===== src/design/sud_pkg.sv =====
// Shared constants and types of the strict UTF-8 decoder
`default_nettype none

package sud_pkg;

	localparam int CP_W  = 21;
	localparam int CNT_W = 3;

	localparam logic [7:0] ASCII_LIMIT = 8'h80;
	localparam logic [7:0] CONT_MASK   = 8'hC0;
	localparam logic [7:0] CONT_TAG    = 8'h80;
	localparam logic [7:0] LEAD2_LO    = 8'hC2;
	localparam logic [7:0] LEAD2_HI    = 8'hDF;
	localparam logic [7:0] LEAD3_LO    = 8'hE0;
	localparam logic [7:0] LEAD3_HI    = 8'hEF;
	localparam logic [7:0] LEAD3_SUR   = 8'hED;
	localparam logic [7:0] LEAD4_LO    = 8'hF0;
	localparam logic [7:0] LEAD4_HI    = 8'hF4;
	localparam logic [7:0] CONT_A0     = 8'hA0;
	localparam logic [7:0] CONT_90     = 8'h90;

	localparam logic [CP_W-1:0] REPL_CP = 21'h00FFFD;
	localparam logic [CP_W-1:0] MAX_CP  = 21'h10FFFF;
	localparam logic [CP_W-1:0] SUR_LO  = 21'h00D800;
	localparam logic [CP_W-1:0] SUR_HI  = 21'h00DFFF;

	typedef struct packed {
		logic [7:0]  lead_byte;
		logic [1:0]  seen_count;
		logic [17:0] partial_value;
		logic        pending;
	} seq_state_t;

	typedef struct packed {
		logic [CNT_W-1:0] count;
		logic [CP_W-1:0]  tail_cp;
		logic             tail_rep;
	} burst_t;

endpackage

`default_nettype wire


===== src/design/sud_ifs.sv =====
// Valid/ready channel interfaces for text bytes and decoded code points
`default_nettype none

interface sud_byte_if;
	logic       valid;
	logic       ready;
	logic [7:0] text_byte;
	logic       end_of_text;

	modport source (output valid, output text_byte, output end_of_text, input ready);
	modport sink (input valid, input text_byte, input end_of_text, output ready);
endinterface

interface sud_cp_if import sud_pkg::*; ();
	logic            valid;
	logic            ready;
	logic [CP_W-1:0] code_point;
	logic            replaced;
	logic            last_of_run;

	modport source (output valid, output code_point, output replaced, output last_of_run,
		input ready);
	modport sink (input valid, input code_point, input replaced, input last_of_run,
		output ready);
endinterface

`default_nettype wire


===== src/design/strict_utf8_decoder.sv =====
// Strict UTF-8 decoder: one text byte in per item, zero to four code points out.
// The input is ready when the result register is empty, or when it holds the final
// code point of a run that the output takes in the same cycle, so bytes stream at
// one per cycle while the output keeps up. A byte that yields more than one code point
// (replacement bursts, up to four) holds the input until its final code point is taken,
// since the single result register issues one code point per cycle while the output
// is ready. Replacement items (U+FFFD, replaced=1) precede the final item of each
// run; last_of_run marks that final item.
`default_nettype none

module strict_utf8_decoder import sud_pkg::*; (
	input wire logic clk,
	input wire logic arst_n,
	sud_byte_if.sink byte_in,
	sud_cp_if.source cp_out
);

	seq_state_t       st_q;
	seq_state_t       nst;
	burst_t           burst;
	logic [CNT_W-1:0] cnt_q;
	logic [CP_W-1:0]  tail_cp_q;
	logic             tail_rep_q;
	logic             in_fire;
	logic             out_fire;
	logic             is_last;

	sud_decode u_decode (
		.text_byte   (byte_in.text_byte),
		.end_of_text (byte_in.end_of_text),
		.st          (st_q),
		.nst         (nst),
		.burst       (burst)
	);

	assign is_last  = (cnt_q == 3'd1);
	assign out_fire = cp_out.valid && cp_out.ready;
	assign byte_in.ready = (cnt_q == 3'd0) || (is_last && cp_out.ready);
	assign in_fire  = byte_in.valid && byte_in.ready;

	assign cp_out.valid       = (cnt_q != 3'd0);
	assign cp_out.last_of_run = is_last;
	assign cp_out.code_point  = is_last ? tail_cp_q : REPL_CP;
	assign cp_out.replaced    = is_last ? tail_rep_q : 1'b1;

	always_ff @(posedge clk or negedge arst_n) begin
		if (!arst_n) begin
			st_q  <= '0;
			cnt_q <= '0;
		end else begin
			if (in_fire) begin
				st_q  <= nst;
				cnt_q <= burst.count;
			end else if (out_fire) begin
				cnt_q <= cnt_q - 3'd1;
			end
		end
	end

	always_ff @(posedge clk) begin
		if (in_fire) begin
			tail_cp_q  <= burst.tail_cp;
			tail_rep_q <= burst.tail_rep;
		end
	end

endmodule

`default_nettype wire


===== src/design/sud_decode.sv =====
// Next-state and result-burst logic for one text byte
`default_nettype none

module sud_decode import sud_pkg::*; (
	input  wire logic [7:0] text_byte,
	input  wire logic       end_of_text,
	input  wire seq_state_t st,
	output seq_state_t      nst,
	output burst_t          burst
);

	logic        fit;
	logic        early_bad;
	logic [1:0]  need;
	logic [2:0]  step_cnt;
	logic [23:0] v;
	logic        fresh;

	always_comb begin
		early_bad = (st.seen_count == 2'd0) && (
			((st.lead_byte == LEAD3_LO)  && (text_byte <  CONT_A0)) ||
			((st.lead_byte == LEAD3_SUR) && (text_byte >= CONT_A0)) ||
			((st.lead_byte == LEAD4_LO)  && (text_byte <  CONT_90)) ||
			((st.lead_byte == LEAD4_HI)  && (text_byte >= CONT_90)));
		fit = ((text_byte & CONT_MASK) == CONT_TAG) && !early_bad;
		if (st.lead_byte >= LEAD4_LO) begin
			need = 2'd3;
		end else if (st.lead_byte >= LEAD3_LO) begin
			need = 2'd2;
		end else begin
			need = 2'd1;
		end
		step_cnt = {1'b0, st.seen_count} + 3'd1;
		v        = {st.partial_value, text_byte[5:0]};
	end

	always_comb begin
		nst            = st;
		burst.count    = '0;
		burst.tail_cp  = REPL_CP;
		burst.tail_rep = 1'b1;
		fresh          = 1'b0;

		if (st.pending) begin
			if (fit) begin
				if (step_cnt >= {1'b0, need}) begin
					nst            = '0;
					burst.count    = 3'd1;
					burst.tail_cp  = v[CP_W-1:0];
					burst.tail_rep = 1'b0;
				end else begin
					nst.seen_count    = step_cnt[1:0];
					nst.partial_value = v[17:0];
				end
			end else begin
				burst.count = {1'b0, st.seen_count} + 3'd1;
				nst         = '0;
				fresh       = 1'b1;
			end
		end else begin
			fresh = 1'b1;
		end

		if (fresh) begin
			if (text_byte < ASCII_LIMIT) begin
				burst.count    = burst.count + 3'd1;
				burst.tail_cp  = {13'd0, text_byte};
				burst.tail_rep = 1'b0;
			end else if (text_byte >= LEAD2_LO && text_byte <= LEAD2_HI) begin
				nst.pending       = 1'b1;
				nst.lead_byte     = text_byte;
				nst.seen_count    = 2'd0;
				nst.partial_value = {13'd0, text_byte[4:0]};
			end else if (text_byte >= LEAD3_LO && text_byte <= LEAD3_HI) begin
				nst.pending       = 1'b1;
				nst.lead_byte     = text_byte;
				nst.seen_count    = 2'd0;
				nst.partial_value = {14'd0, text_byte[3:0]};
			end else if (text_byte >= LEAD4_LO && text_byte <= LEAD4_HI) begin
				nst.pending       = 1'b1;
				nst.lead_byte     = text_byte;
				nst.seen_count    = 2'd0;
				nst.partial_value = {15'd0, text_byte[2:0]};
			end else begin
				burst.count    = burst.count + 3'd1;
				burst.tail_cp  = REPL_CP;
				burst.tail_rep = 1'b1;
			end
		end

		if (end_of_text && nst.pending) begin
			burst.count    = burst.count + {1'b0, nst.seen_count} + 3'd1;
			burst.tail_cp  = REPL_CP;
			burst.tail_rep = 1'b1;
			nst            = '0;
		end
	end

endmodule

`default_nettype wire


===== src/flat_wrapper.sv =====
// flat-port wrapper written by rule: the top's interface ports become plain ports
module strict_utf8_decoder_flat import sud_pkg::*;
  (clk, arst_n, byte_in_valid, byte_in_text_byte, byte_in_end_of_text, byte_in_ready, cp_out_valid, cp_out_code_point, cp_out_replaced, cp_out_last_of_run, cp_out_ready);
  sud_byte_if byte_in_i ();
  sud_cp_if cp_out_i ();
  input wire logic clk;
  input wire logic arst_n;
  input wire logic [$bits(byte_in_i.valid)-1:0] byte_in_valid;
  input wire logic [$bits(byte_in_i.text_byte)-1:0] byte_in_text_byte;
  input wire logic [$bits(byte_in_i.end_of_text)-1:0] byte_in_end_of_text;
  output wire logic [$bits(byte_in_i.ready)-1:0] byte_in_ready;
  output wire logic [$bits(cp_out_i.valid)-1:0] cp_out_valid;
  output wire logic [$bits(cp_out_i.code_point)-1:0] cp_out_code_point;
  output wire logic [$bits(cp_out_i.replaced)-1:0] cp_out_replaced;
  output wire logic [$bits(cp_out_i.last_of_run)-1:0] cp_out_last_of_run;
  input wire logic [$bits(cp_out_i.ready)-1:0] cp_out_ready;
  assign byte_in_i.valid = byte_in_valid;
  assign byte_in_i.text_byte = byte_in_text_byte;
  assign byte_in_i.end_of_text = byte_in_end_of_text;
  assign byte_in_ready = byte_in_i.ready;
  assign cp_out_valid = cp_out_i.valid;
  assign cp_out_code_point = cp_out_i.code_point;
  assign cp_out_replaced = cp_out_i.replaced;
  assign cp_out_last_of_run = cp_out_i.last_of_run;
  assign cp_out_i.ready = cp_out_ready;
  strict_utf8_decoder u_core (.clk(clk), .arst_n(arst_n), .byte_in(byte_in_i), .cp_out(cp_out_i));
endmodule

===== config.mk =====
export PLATFORM = sky130hd
export DESIGN_NAME = strict_utf8_decoder_flat
export DESIGN_NICKNAME = d
export VERILOG_FILES = /design/src/design/sud_pkg.sv /design/src/design/sud_ifs.sv /design/src/design/strict_utf8_decoder.sv /design/src/design/sud_decode.sv /design/src/flat_wrapper.sv
export SDC_FILE = /design/constraint.sdc
export NUM_CORES = 1
export LEC_CHECK = 0
export BUFFER_PORTS_ARGS = -buffer_cell sky130_fd_sc_hd__buf_2
export CAP_MARGIN = 15
export CORE_ASPECT_RATIO = 2
export CORE_MARGIN = 5
export CORE_UTILIZATION = 30
export CTS_CLUSTER_DIAMETER = 40
export DETAILED_ROUTE_END_ITERATION = 10
export GPL_TIMING_DRIVEN = 0
export MAX_ROUTING_LAYER = met4
export REMOVE_ABC_BUFFERS = 1
export SYNTH_ARGS = -nofsm -noshare
export SYNTH_HDL_FRONTEND = slang
export SYNTH_SLANG_ARGS = --single-unit
export TNS_END_PERCENT = 50

===== constraint.sdc =====
create_clock -name clk -period 4.84 [get_ports clk]
set_input_delay 0 -clock clk [delete_from_list [all_inputs] [get_ports clk]]
set_output_delay 0 -clock clk [all_outputs]
set_load 0.02 [all_outputs]

Yosys cells after proc, flatten, opt, wreduce, memory -nomap -nowiden

Index checks and enable logic that the tools add are counted.

Bits in registers: 54
Bits of input ports: 13
Output and inout port bits: 25
Logic and storage cells: 83

Add/sub/neg operators: 5
Order comparisons: 14
Eq/ne operators: 6
Mux-type cells: 29
Reduce and logical (&&, ||, !) cells: 22

Operators with widths:

| operator                                              | number |
|---|---|
| 2-to-1 mux 29 bit                                     | 8 |
| 2-to-1 mux 25 bit                                     | 7 |
| >= comparator 8 bit, second input constant            | 7 |
| == test 8 bit, second input constant                  | 4 |
| less-or-equal comparator 8 bit, second input constant | 3 |
| < comparator 8 bit, second input constant             | 3 |
| 2-to-1 mux 23 bit                                     | 1 |
| 2-to-1 mux 22 bit                                     | 1 |
| 2-to-1 mux 21 bit                                     | 1 |
| 2-to-1 mux 20 bit                                     | 1 |
| logical AND 1 bit                                     | 13 |
| 2-to-1 mux 3 bit                                      | 3 |
| 2-to-1 mux 8 bit                                      | 1 |
| adder 3 x 1 -> 3 bit, second input constant           | 2 |
| logical OR 1 bit                                      | 4 |
| 2-to-1 mux 1 bit                                      | 4 |
| 2-to-1 mux 2 bit                                      | 2 |
| adder 2 x 1 -> 3 bit, second input constant           | 1 |
| adder 3 x 2 -> 3 bit                                  | 1 |
| == test 3 x 1 -> 1 bit, second input constant         | 1 |
| >= comparator 3 x 2 -> 1 bit                          | 1 |
| zero test 3 bit                                       | 1 |
| nonzero test 3 bit                                    | 1 |
| subtractor 3 x 1 -> 3 bit, second input constant      | 1 |
| 4 further kinds                                       | 4 |

Depth between registers and ports, before layout

Gate-level depths: netlist of run 1.

Word-level depth: 20
Mapped depth: 15
Mapped depth without buffers: 15

By module

Synthesis of run 1 repeated with hierarchy kept, for this count alone.

Cells, all modules: 297
Area total of the unflattened synthesis: 3,372.0 sq um

Modules (own cells, without submodules):

| module              | instances | cells each | area each (sq um) | sequential area each (sq um) |
|---|---|---|---|---|
| strict_utf8_decoder | 1         | 135        | 2,248.4           | 1,461.4 |
| sud_decode          | 1         | 162        | 1,123.6           | 0.0 |

Worst setup path before layout of run 1

Ideal clock, no wire load.

Path type: register to register
From: reg u_core.st_q[28] (netlist bit)
To: reg u_core.cnt_q[2]
Setup time: 0.088 ns
Data arrival time: 3.293 ns
Required time: 4.752 ns
Path slack: 1.459 ns
Cell stages (with the launch flop): 16
Buffers on the path: 0
Clock period less this slack: 3.381 ns
Cells stage by stage: dfrtp_1 nand3_1 or2_2 ha_1 nand2b_1 a31oi_1 nand2_1 a211o_2 o211a_1 ha_1 o211ai_1 fa_1 nor2b_1 o21ai_0 xor2_1 a21oi_1

Word-level cells in the longest chain between the ends: 20
Elaborated cells on any way between the ends: 44
Classes of those cells: add/sub (3); order compare (3); eq/ne (4); mux (23); reduce/logical (11)

RTL lines:

| what                                                         | RTL line                  | RTL |
|---|---|---|
| start, declared                                              | strict_utf8_decoder.sv:18 | `seq_state_t st_q;` |
| start signal, assigned                                       | strict_utf8_decoder.sv:52 | `st_q <= nst;` |
| branches (longest 18 deep; another with >= comparator 8 bit) | -                         |  |
| 2-to-1 mux 25 bit (*)                                        | sud_decode.sv:91          | `if (end_of_text && nst.pending) begin` |
| 2-to-1 mux 3 bit (*)                                         | strict_utf8_decoder.sv:51 | `if (in_fire) begin` |
| end signal, assigned                                         | strict_utf8_decoder.sv:53 | `cnt_q <= burst.count;` |
| end signal, assigned                                         | strict_utf8_decoder.sv:55 | `cnt_q <= cnt_q - 3'd1;` |
| end, declared                                                | strict_utf8_decoder.sv:21 | `logic [CNT_W-1:0] cnt_q;` |

Every way passes the cells marked *.
A chain may end at the register's enable or synchronous reset.

Final worst setup path of run 1

Same ends and word-level chain as after synthesis.

==> flow_summary_export.csv, run 1 <==
group,metric,value,unit
final_layout,final_cell_area,3311,um2
synthesis,synth_area,2794,um2
sta,rsz0062_at_grt,"no",
final_layout,fin_cells,400,
final_layout,seq_area,1386,um2
sta,maxSlewHeadroom,0.3927,
clock_network,cts.clk_slew.worst_paths,70,ps
route,wirelength,6290,um
synthesis,synth_cells,257,
final_layout,multiInputGateArea,1328,um2
sta,min_period_over_period,0.7905,
floorplanning,fp.dieArea,11460,um2
placed_design,hpwlAfterDp,4807,um
sta,period_needed,3826,ps
critical_path,worstSetupEndpoint,"u_core.cnt_q[2]$_DFFE_PN0P_",
synthesis,synth_top_area_cell,"dfrtp_1",
global_route,grtUsageTotal,0.1191,
critical_path,r2r_start,"u_core.st_q[28]$_DFFE_PN0P_",
clock_network,cts_resized,0,
floorplanning,core_area,9259,um2
critical_path,crit_type,"reg2reg",
route,vias,2114,
sta,max_freq,0.2614,GHz
synthesis,synth-seq-cells,51,
global_route,grt_pass1_wl,10360,um
route,drtAntennaViolNets,0,
floorplanning,die_width,78.24,um
final_layout,syn2layout_area_growth,18.50,%
final_layout,drive_gt1_frac,0.2095,
sta,finalHoldViolCount,0,
critical_path,r2r_end,"u_core.cnt_q[2]$_DFFE_PN0P_",
floorplanning,dieHeight,146.5,um
sta,tightest_slew,905.3,ps
global_route,gr-total-overflow,0,
critical_path,cp_max_fo,5,
run_status,outcome,"finished, final reports clean",
clock_network,cts_root_buf,"clkbuf_16",
synthesis,synth_edf_count,22,
global_route,grt_max_degree,30,
final_layout,fin_nets,318,
sta,fin_setup_tns,0,ps
synthesis,syn_area_per_cell,10.87,um2
clock_network,htreeDepth,2,
critical_path,cp.arrival,4030,ps
synthesis,ys_warn_count,0,
route,drc,0,
clock_network,clk_path_buf_depth,2,
placed_design,pre_cts_ws,1026,ps
hold_path,hp-class,"in2reg",
critical_path,crit_start,"u_core.st_q[28]$_DFFE_PN0P_",
placed_design,io_buffers,37,
sta,finClkSkew,5.640,ps
floorplanning,rows,50,
route,firstDrtPassIters,4,
clock_network,cts_made_buffers,5,
synthesis,yosysTopAreaCellShare,0.2597,
critical_path,crit_path_end_kind,"flip-flop",
synthesis,synth_cell_types,54,
sta,drv_slew,0,
sta,holdWs,26.33,ps
critical_path,r2r_slack,1010,ps
final_layout,fill_cells,933,
clock_network,cts_tree,"built",
floorplanning,ioPinCount,38,
global_route,grt_pass1_vias,2060,
sta,setup_slack,1014,ps
critical_path,required,5050,ps
floorplanning,start_util,0.3018,
global_route,antenna_found_initial,0,
route,wl_per_cell,15.73,um
synthesis,synth-seq-area-share,0.4962,
placed_design,placed_area,3078,um2
synthesis,ys_async_sr_fraction,0.5686,
critical_path,ff2ff_path_depth,15,
critical_path,worstSetupStartpointType,"flip-flop",
final_layout,diodes,0,
synthesis,ys.flop_type,"dfrtp_1",
route,drtIter0Drc,109,
sta,setup_viol,0,
clock_network,worstSkewPairLatency,290,ps
power_and_ir_drop,ir_drop,178.6,uV
clock_network,cts_sinks,51,
power_and_ir_drop,pwr_density_cell,492.4,nW/um2
synthesis,synthTopCellsByArea,"dfrtp_1 (26%), edfxtp_1 (24%), nand2b_1 (6.3%), a22o_1 (5.3%), ha_1 (3.6%)",
placed_design,placed_cells,388,
placed_design,gp_congestion,0.9007,
job,drv_cap,0,
power_and_ir_drop,p_leak,1.351,nW
route,viasPerCell,5.285,
[worst min path at each step]
stage,start,end,slack (ps),cells after the start
after floorplan,arst_n,u_core.cnt_q[0]$_DFFE_PN0P_,-300,0
after global placement,arst_n,u_core.cnt_q[1]$_DFFE_PN0P_,80,1
after detailed placement,arst_n,u_core.cnt_q[1]$_DFFE_PN0P_,90,1
after CTS,byte_in_text_byte[3],u_core.st_q[4]$_DFFE_PN0P_,20,3
after global routing,byte_in_text_byte[3],u_core.st_q[4]$_DFFE_PN0P_,60,3
final,byte_in_text_byte[3],u_core.st_q[4]$_DFFE_PN0P_,30,3
[cell usage after synthesis, types with 2 or more instances]
library cell	instances
dfrtp_1	29
nand2b_1	28
edfxtp_1	22
nand2_1	20
a22o_1	17
and2_1	12
o21a_1	11
a21o_1	10
nor2_1	10
clkbuf_1	8
ha_1	8
inv_1	8
a21oi_1	5
nand4_1	4
o21ai_0	4
a211oi_2	3
a22oi_1	3
a31oi_1	3
buf_2	3
nor2b_1	3
nor3_1	3
o21ai_1	3
a211o_1	2
a211oi_1	2
a21oi_2	2
fa_1	2
nand3_1	2
nand3b_1	2
nor4_1	2
o22ai_1	2
[cell usage in the layout, fill, tap and decap left out, types with 5 or more instances in the layout]
cell / Yosys / layout
dfrtp_1: 29 / 29
ha_1: 8 / 8
clkbuf_16: 0 / 5
a21oi_1: 5 / 5
a21o_1: 10 / 10
and2_1: 12 / 12
nor2_1: 10 / 10
nand2b_1: 28 / 28
o21a_1: 11 / 11
a22o_1: 17 / 17
nand2_1: 20 / 20
edfxtp_1: 22 / 22
buf_2: 3 / 37
inv_1: 8 / 8
[registers in the layout, summed over array words and instances (netlist names)]
| register | flops |
|---|---|
| u_core.tail_rep_q | 1 |
| u_core.cnt_q | 3 |
| u_core.tail_cp_q | 21 |
| u_core.st_q | 26 |
[worst max-delay path: stages (launching register included)]
cell	delay, ps
dfrtp_1	370
nand3_1	120
or2_2	290
ha_1	260
nand2b_1	140
a31oi_1	360
nand2_1	180
a211o_2	410
o211a_1	160
ha_1	280
o211ai_1	160
fa_1	460
nor2b_1	110
o21ai_0	100
xor2_1	190
a21oi_1	150
[cells by family after synthesis]
family,after synthesis,synth area share
AND/OR/NAND/NOR,92,0.1818
AO/OA/AOI/OAI,81,0.2347
flip-flops,51,0.4962
buffers and inverters,21,0.03090
adder cells (fa/ha/maj),10,0.05016
XOR/XNOR,2,0.006271
[metrics by stage]
step           total power [mW]    util
3_5_place_dp              1.193  0.3324
3_3_place_gp              1.170  0.3301
6_report                  1.630  0.3576
4_1_cts                   1.651  0.3576
5_1_grt                   1.736  0.3576
2_1_floorplan             1.004       -
[power by group]
group          leakage, nW  switching, mW  total (mW)  internal (mW)
registers            0.591         0.0748       0.631          0.556
logic                0.670          0.336       0.546          0.210
clock network       0.0900          0.158       0.454          0.296
total                 1.35          0.569        1.63           1.06
[layer usage]
layer | vias to the layer above | GRT usage | part of all wire
met5 | - | - | 0
met4 | 0 | 0.07531 | 0.048
met3 | 18 | 0.01852 | 0.037
met2 | 55 | 0.2204 | 0.57
met1 | 1025 | 0.1102 | 0.35
li1 | 1016 | - | -
[cell type report]
class	instances	share of cell area
clock inverter	3	0.02041
inverter	9	0.01020
multi-input combinational	185	0.4010
timing repair buffer	43	0.07256
tap	104	0.03930
sequential	51	0.4187
clock buffer	5	0.03779
[what timing repair did]
action	CTS	global route
endpoints found under the hold margin	33	0
hold buffers	4	0
setup buffers	0	0
(Power assumes the default switching activity.)
==> run 2: changes to the inputs <==
==> constraint.sdc (replaced) <==
create_clock -name clk -period 3.3 [get_ports clk]
set_input_delay 0 -clock clk [delete_from_list [all_inputs] [get_ports clk]]
set_output_delay 0 -clock clk [all_outputs]
set_load 0.02 [all_outputs]
==> flow_summary_export.csv, run 2 (same netlist as run 1, synthesis figures left out) <==
group,metric,value,unit
critical_path,crit_start,"u_core.st_q[26]$_DFFE_PN0P_",
route,drtIter0Drc,135,
power_and_ir_drop,p_sw_frac,0.3488,
final_layout,diodes,0,
final_layout,mostFrequentLayoutCells,"buf_2 (37), dfrtp_1 (28), nand2b_1 (27)",
floorplanning,start_util,0.3018,
sta,setup_slack,-2.199,ps
placed_design,io_buffers,37,
critical_path,required,3480,ps
global_route,grtUsageTotal,0.1232,
critical_path,cp.arrival,3480,ps
clock_network,htreeDepth,2,
floorplanning,core_area,9259,um2
critical_path,crit_type,"reg2reg",
placed_design,pre_cts_ws,-514.4,ps
placed_design,hpwlAfterDp,4807,um
sta,min_period_over_period,1.001,
final_layout,multiInputGateArea,1396,um2
critical_path,r2r_start,"u_core.st_q[26]$_DFFE_PN0P_",
clock_network,clk_path_buf_depth,2,
route,wirelength,6484,um
final_layout,regMostFlops,"u_core.st_q",
run_status,outcome,"complete, but fails checks",
clock_network,cts_root_buf,"clkbuf_16",
critical_path,worstSetupStartpointType,"flip-flop",
power_and_ir_drop,ir_drop,265.3,uV
final_layout,biggestRegsByFlops,"u_core.st_q (26), u_core.tail_cp_q (21), u_core.cnt_q (3)",
floorplanning,fp.dieArea,11460,um2
hold_path,hp-class,"in2reg",
sta,finClkSkew,6.430,ps
sta,max_freq,0.3028,GHz
route,vias,2170,
route,wl_per_cell,15.70,um
job,drv_cap,0,
sta,finalHoldViolCount,0,
final_layout,seq_area,1388,um2
power_and_ir_drop,pwr-share-comb,0.360,
critical_path,cp_max_fo,2,
clock_network,cts_tree,"built",
clock_network,cts_sinks,51,
critical_path,crit_path_end_kind,"flip-flop",
clock_network,cts.clk_slew.worst_paths,70,ps
floorplanning,die_width,78.24,um
sta,period_needed,3302,ps
final_layout,final_cell_area,3486,um2
run_status,failed_checks,"negative setup slack",
final_layout,syn2layout_area_growth,24.76,%
global_route,gr-total-overflow,0,
floorplanning,rows,50,
power_and_ir_drop,switchingPower,864.6,uW
power_and_ir_drop,clkPwrFrac,0.269,
floorplanning,dieHeight,146.5,um
final_layout,largest_register_ff_count,26,
clock_network,worstSkewPairLatency,290,ps
floorplanning,ioPinCount,38,
route,viasPerCell,5.254,
sta,setup_viol,1,
hold_path,min_from,"byte_in_text_byte[3]",
final_layout,layout_commonest_cell,"buf_2",
sta,drv_slew,0,
sta,maxSlewHeadroom,0.4868,
final_layout,fin_nets,331,
placed_design,placed_area,3078,um2
global_route,antenna_found_initial,0,
sta,rsz0062_at_grt,"yes",
route,drc,0,
power_and_ir_drop,p_leak,1.430,nW
global_route,grt_pass1_vias,2145,
route,firstDrtPassIters,4,
power_and_ir_drop,pwr_density_cell,711.1,nW/um2
final_layout,drive_gt1_frac,0.2751,
clock_network,cts_made_buffers,5,
power_and_ir_drop,power.internal,1.614,mW
route,drtAntennaViolNets,0,
global_route,grt_pass1_wl,10720,um
global_route,grt_max_degree,30,
placed_design,gp_congestion,0.9007,
power_and_ir_drop,power_frac_seq,0.371,
final_layout,fill_cells,917,
sta,tightest_slew,764.0,ps
-- run 2: through the flow --
stage               hold WS [ps]  setup TNS (ps)  power [mW]  utilization  std cells
finish                     26.28          -2.199       2.479       0.3765        413
CTS                        23.68               0       2.472       0.3693        409
global placement           82.29           -3028       1.716       0.3301        386
floorplan                 -295.6          -79.14       1.472            -        245
global route               62.73          -246.4       2.633       0.3765        413
detailed placement         85.78          -963.7       1.749       0.3324        388
-- run 2: path summary, 6_finish.rpt --
check	cells past startpoint	slack, ps	to
worst max register to register	14	-2	u_core.cnt_q[1]$_DFFE_PN0P_
worst min-delay path	3	30	u_core.st_q[4]$_DFFE_PN0P_
min in group asynchronous	2	280	u_core.cnt_q[1]$_DFFE_PN0P_
max in group asynchronous	2	2520	u_core.st_q[25]$_DFFE_PN0P_
worst min register to register	1	500	u_core.st_q[14]$_DFFE_PN0P_
worst max-delay path	14	-2	u_core.cnt_q[1]$_DFFE_PN0P_
-- run 2: cell type report --
type,count,share of cell area
well taps,104,0.03733
repair buffers,56,0.09799
clock buffers,5,0.03589
multi-input cells,185,0.4006
clock inverters,3,0.01938
inverters,9,0.01077
flip-flops and latches,51,0.3981
-- run 2: repair_timing --
action,4_1_cts,5_1_grt
pin swaps,5,7
gates cloned,0,0
gates resized for setup,8,8
setup buffers,9,4
hold buffers,4,0
setup endpoints to repair,2,19
hold endpoints to repair,33,0
-- run 2: worst max-delay path, stage by stage (launching register included) --
cell and delay, ps:
dfrtp_1 380, nand3_2 100, buf_6 120, fa_1 470, a31oi_4 200, nand2_2 80
a211o_4 330, o211a_1 140, ha_1 270, o211ai_1 90, buf_4 180, fa_2 530
nor2_2 40, a22oi_1 150, o21ai_1 90
-- run 2: per-layer routing --
metal,part of all wire,track usage
met1,0.35,0.1102
met2,0.58,0.2315
met3,0.032,0.01975
met4,0.043,0.07793
met5,0,-
-- run 2: power by group through the flow --
| stage | logic [mW] | clock network [mW] | registers, mW |
|---|---|---|---|
| 2_1_floorplan | 0.574 | 0 | 0.898 |
| 4_1_cts | 0.874 | 0.678 | 0.920 |
| 3_5_place_dp | 0.813 | 0 | 0.937 |
| 6_report | 0.892 | 0.667 | 0.920 |
| 3_3_place_gp | 0.785 | 0 | 0.931 |
| 5_1_grt | 0.985 | 0.713 | 0.935 |
==> run 3: changes to the inputs <==
--- a/config.mk
+++ b/config.mk
@@ -17,5 +17,6 @@
 export REMOVE_ABC_BUFFERS = 1
 export SYNTH_ARGS = -nofsm -noshare
 export SYNTH_HDL_FRONTEND = slang
+export SYNTH_HIERARCHICAL = 1
 export SYNTH_SLANG_ARGS = --single-unit
 export TNS_END_PERCENT = 50
==> flow_summary_export.csv, run 3 <==
group,metric,value,unit
run_status,outcome,"finished, final reports clean",
global_route,grtUsageTotal,0.1152,
global_route,antenna_found_initial,0,
global_route,grt_pass1_wl,11670,um
clock_network,cts_tree,"built",
critical_path,cp.arrival,3480,ps
critical_path,crit_cells,11,
route,vias,2348,
critical_path,worstSetupEndpoint,"u_core/cnt_q[2]$_DFFE_PN0P_",
placed_design,hpwlAfterDp,4968,um
critical_path,r2r_slack,50,ps
critical_path,crit_family,"compound AO/OA/AOI/OAI gates",
critical_path,crit_start,"u_core/st_q[23]$_DFFE_PN0P_",
sta,setup_slack,54.66,ps
critical_path,r2r_start,"u_core/st_q[23]$_DFFE_PN0P_",
floorplanning,ioPinCount,38,
critical_path,crit_type,"reg2reg",
clock_network,htreeDepth,2,
floorplanning,rows,53,
global_route,grt_max_degree,52,
sta,period_needed,3245,ps
final_layout,largest_register_ff_count,26,
placed_design,pre_cts_ws,-414.2,ps
hold_path,hp-class,"in2reg",
floorplanning,dieHeight,156.6,um
clock_network,cts_root_buf,"clkbuf_16",
critical_path,ff2ff_path_depth,11,
clock_network,cts_made_buffers,5,
route,firstDrtPassIters,4,
placed_design,gp_congestion,0.8181,
final_layout,layout_commonest_cell,"buf_2",
clock_network,cts_sinks,51,
global_route,grt_pass1_vias,2331,
floorplanning,core_area,10540,um2
critical_path,cp_num_buf_inv,1,
floorplanning,fp.dieArea,13050,um2
route,drtIter0Drc,133,
final_layout,fin_nets,355,
sta,max_freq,0.3081,GHz
final_layout,drive_gt1_frac,0.3333,
sta,tightest_slew,1287,ps
synthesis,ys_warn_count,6,
critical_path,r2r_end,"u_core/cnt_q[2]$_DFFE_PN0P_",
critical_path,required,3540,ps
synthesis,syn_area_per_cell,11.20,um2
hold_path,min_from,"byte_in_text_byte[0]",
final_layout,fill_cells,1035,
final_layout,multiInputGateArea,1777,um2
sta,finalHoldViolCount,0,
job,drv_cap,0,
floorplanning,die_width,83.32,um
clock_network,cts.clk_slew.worst_paths,70,ps
sta,rsz0062_at_grt,"yes",
power_and_ir_drop,pwr_density_cell,709.8,nW/um2
critical_path,cpPeakStageDelay,550,ps
clock_network,clk_path_buf_depth,2,
final_layout,regMostFlops,"u_core/st_q",
global_route,gr-total-overflow,0,
critical_path,worstSetupStartpointType,"flip-flop",
sta,setup_viol,0,
sta,min_period_over_period,0.9834,
critical_path,slowest_stage,"o41a_1",
sta,drv_slew,0,
critical_path,crit_path_end_kind,"flip-flop",
sta,finClkSkew,10.22,ps
route,drc,0,
final_layout,syn2layout_area_growth,20.29,%
power_and_ir_drop,p_leak,1.540,nW
route,wirelength,7274,um
final_layout,biggestRegsByFlops,"u_core/st_q (26), u_core/tail_cp_q (21), u_core/cnt_q (3)",
clock_network,worstSkewPairLatency,290,ps
synthesis,synth_cells,288,
critical_path,crit_chain,"a2bb2oi_2 > o31a_1 > o41a_1 > buf_4 > nand2_1 > a31oi_4 > fa_2 > nand2b_4 > and3_4 > a2111oi_4 > mux2_4",
critical_path,cp_max_fo,5,
route,wl_per_cell,15.48,um
route,viasPerCell,4.996,
sta,fin_setup_tns,0,ps
synthesis,synth_area,3226,um2
final_layout,mostFrequentLayoutCells,"buf_2 (37), dfrtp_1 (26), nand2b_1 (25)",
final_layout,seq_area,1390,um2
placed_design,io_buffers,37,
route,drtAntennaViolNets,0,
final_layout,diodes,0,
floorplanning,start_util,0.3059,
sta,maxSlewHeadroom,0.1407,
power_and_ir_drop,ir_drop,305.9,uV
run 3: power by group:
part	switching [mW]	leakage [nW]	internal, mW
logic	0.632	0.866	0.521
clock network	0.226	0.0911	0.435
registers	0.120	0.583	0.820
total	0.978	1.54	1.78
run 3: worst register-to-register path: cells and delay by family, from the launching register on:
kind                       cells  cell delay (ps)
muxes                          1              190
and+or+nand+nor                3              540
adders and majority gates      1              400
buffers and inverters          1              190
DFF                            1              430
AOI/OAI and AO/OA              5             1450
run 3: layout make-up:
type / count / share of cell area
multi-input cells: 208 / 0.4579
flip-flops and latches: 51 / 0.3583
repair buffers: 53 / 0.07836
well taps: 137 / 0.04418
clock buffers: 6 / 0.03322
clock inverters: 2 / 0.01548
inverters: 13 / 0.01258
run 3: worst min path at each step:
stage,endpoint,slack (ps),cells after the start
global route,u_core/tail_cp_q[0]$_DFFE_PP_,60,2
finish,u_core/tail_cp_q[0]$_DFFE_PP_,70,2
floorplan,u_core/cnt_q[0]$_DFFE_PN0P_,-300,0
detailed placement,u_core/st_q[21]$_DFFE_PN0P_,70,1
global placement,u_core/st_q[21]$_DFFE_PN0P_,90,1
CTS,u_core/tail_cp_q[0]$_DFFE_PP_,50,2
run 3: timing repair:
action | CTS | global route
hold endpoints to repair | 29 | 0
gates resized for setup | 8 | 10
setup endpoints to repair | 2 | 1
hold buffers | 1 | 0
pin swaps | 7 | 9
buffers inserted | 8 | 7
run 3: routing by layer:
layer,global-route usage,wire [um]
met2,0.2125,4089
met3,0.02107,208
met4,0.07171,331
met1,0.1087,2644
met5,-,0
run 3: through the flow:
| step | area [um2] | utilization | hold slack, ps | std cells | total power, mW |
|---|---|---|---|---|---|
| 3_5_place_dp | 3477 | 0.3298 | 74.84 | 446 | 1.985 |
| 5_1_grt | 3880 | 0.3680 | 61.56 | 470 | 2.905 |
| 4_1_cts | 3767 | 0.3573 | 54.39 | 463 | 2.718 |
| 2_1_floorplan | 3118 | - | -295.6 | 272 | 1.695 |
| 6_report | 3880 | 0.3680 | 65.69 | 470 | 2.754 |
| 3_3_place_gp | 3475 | 0.3295 | 90.87 | 446 | 1.951 |
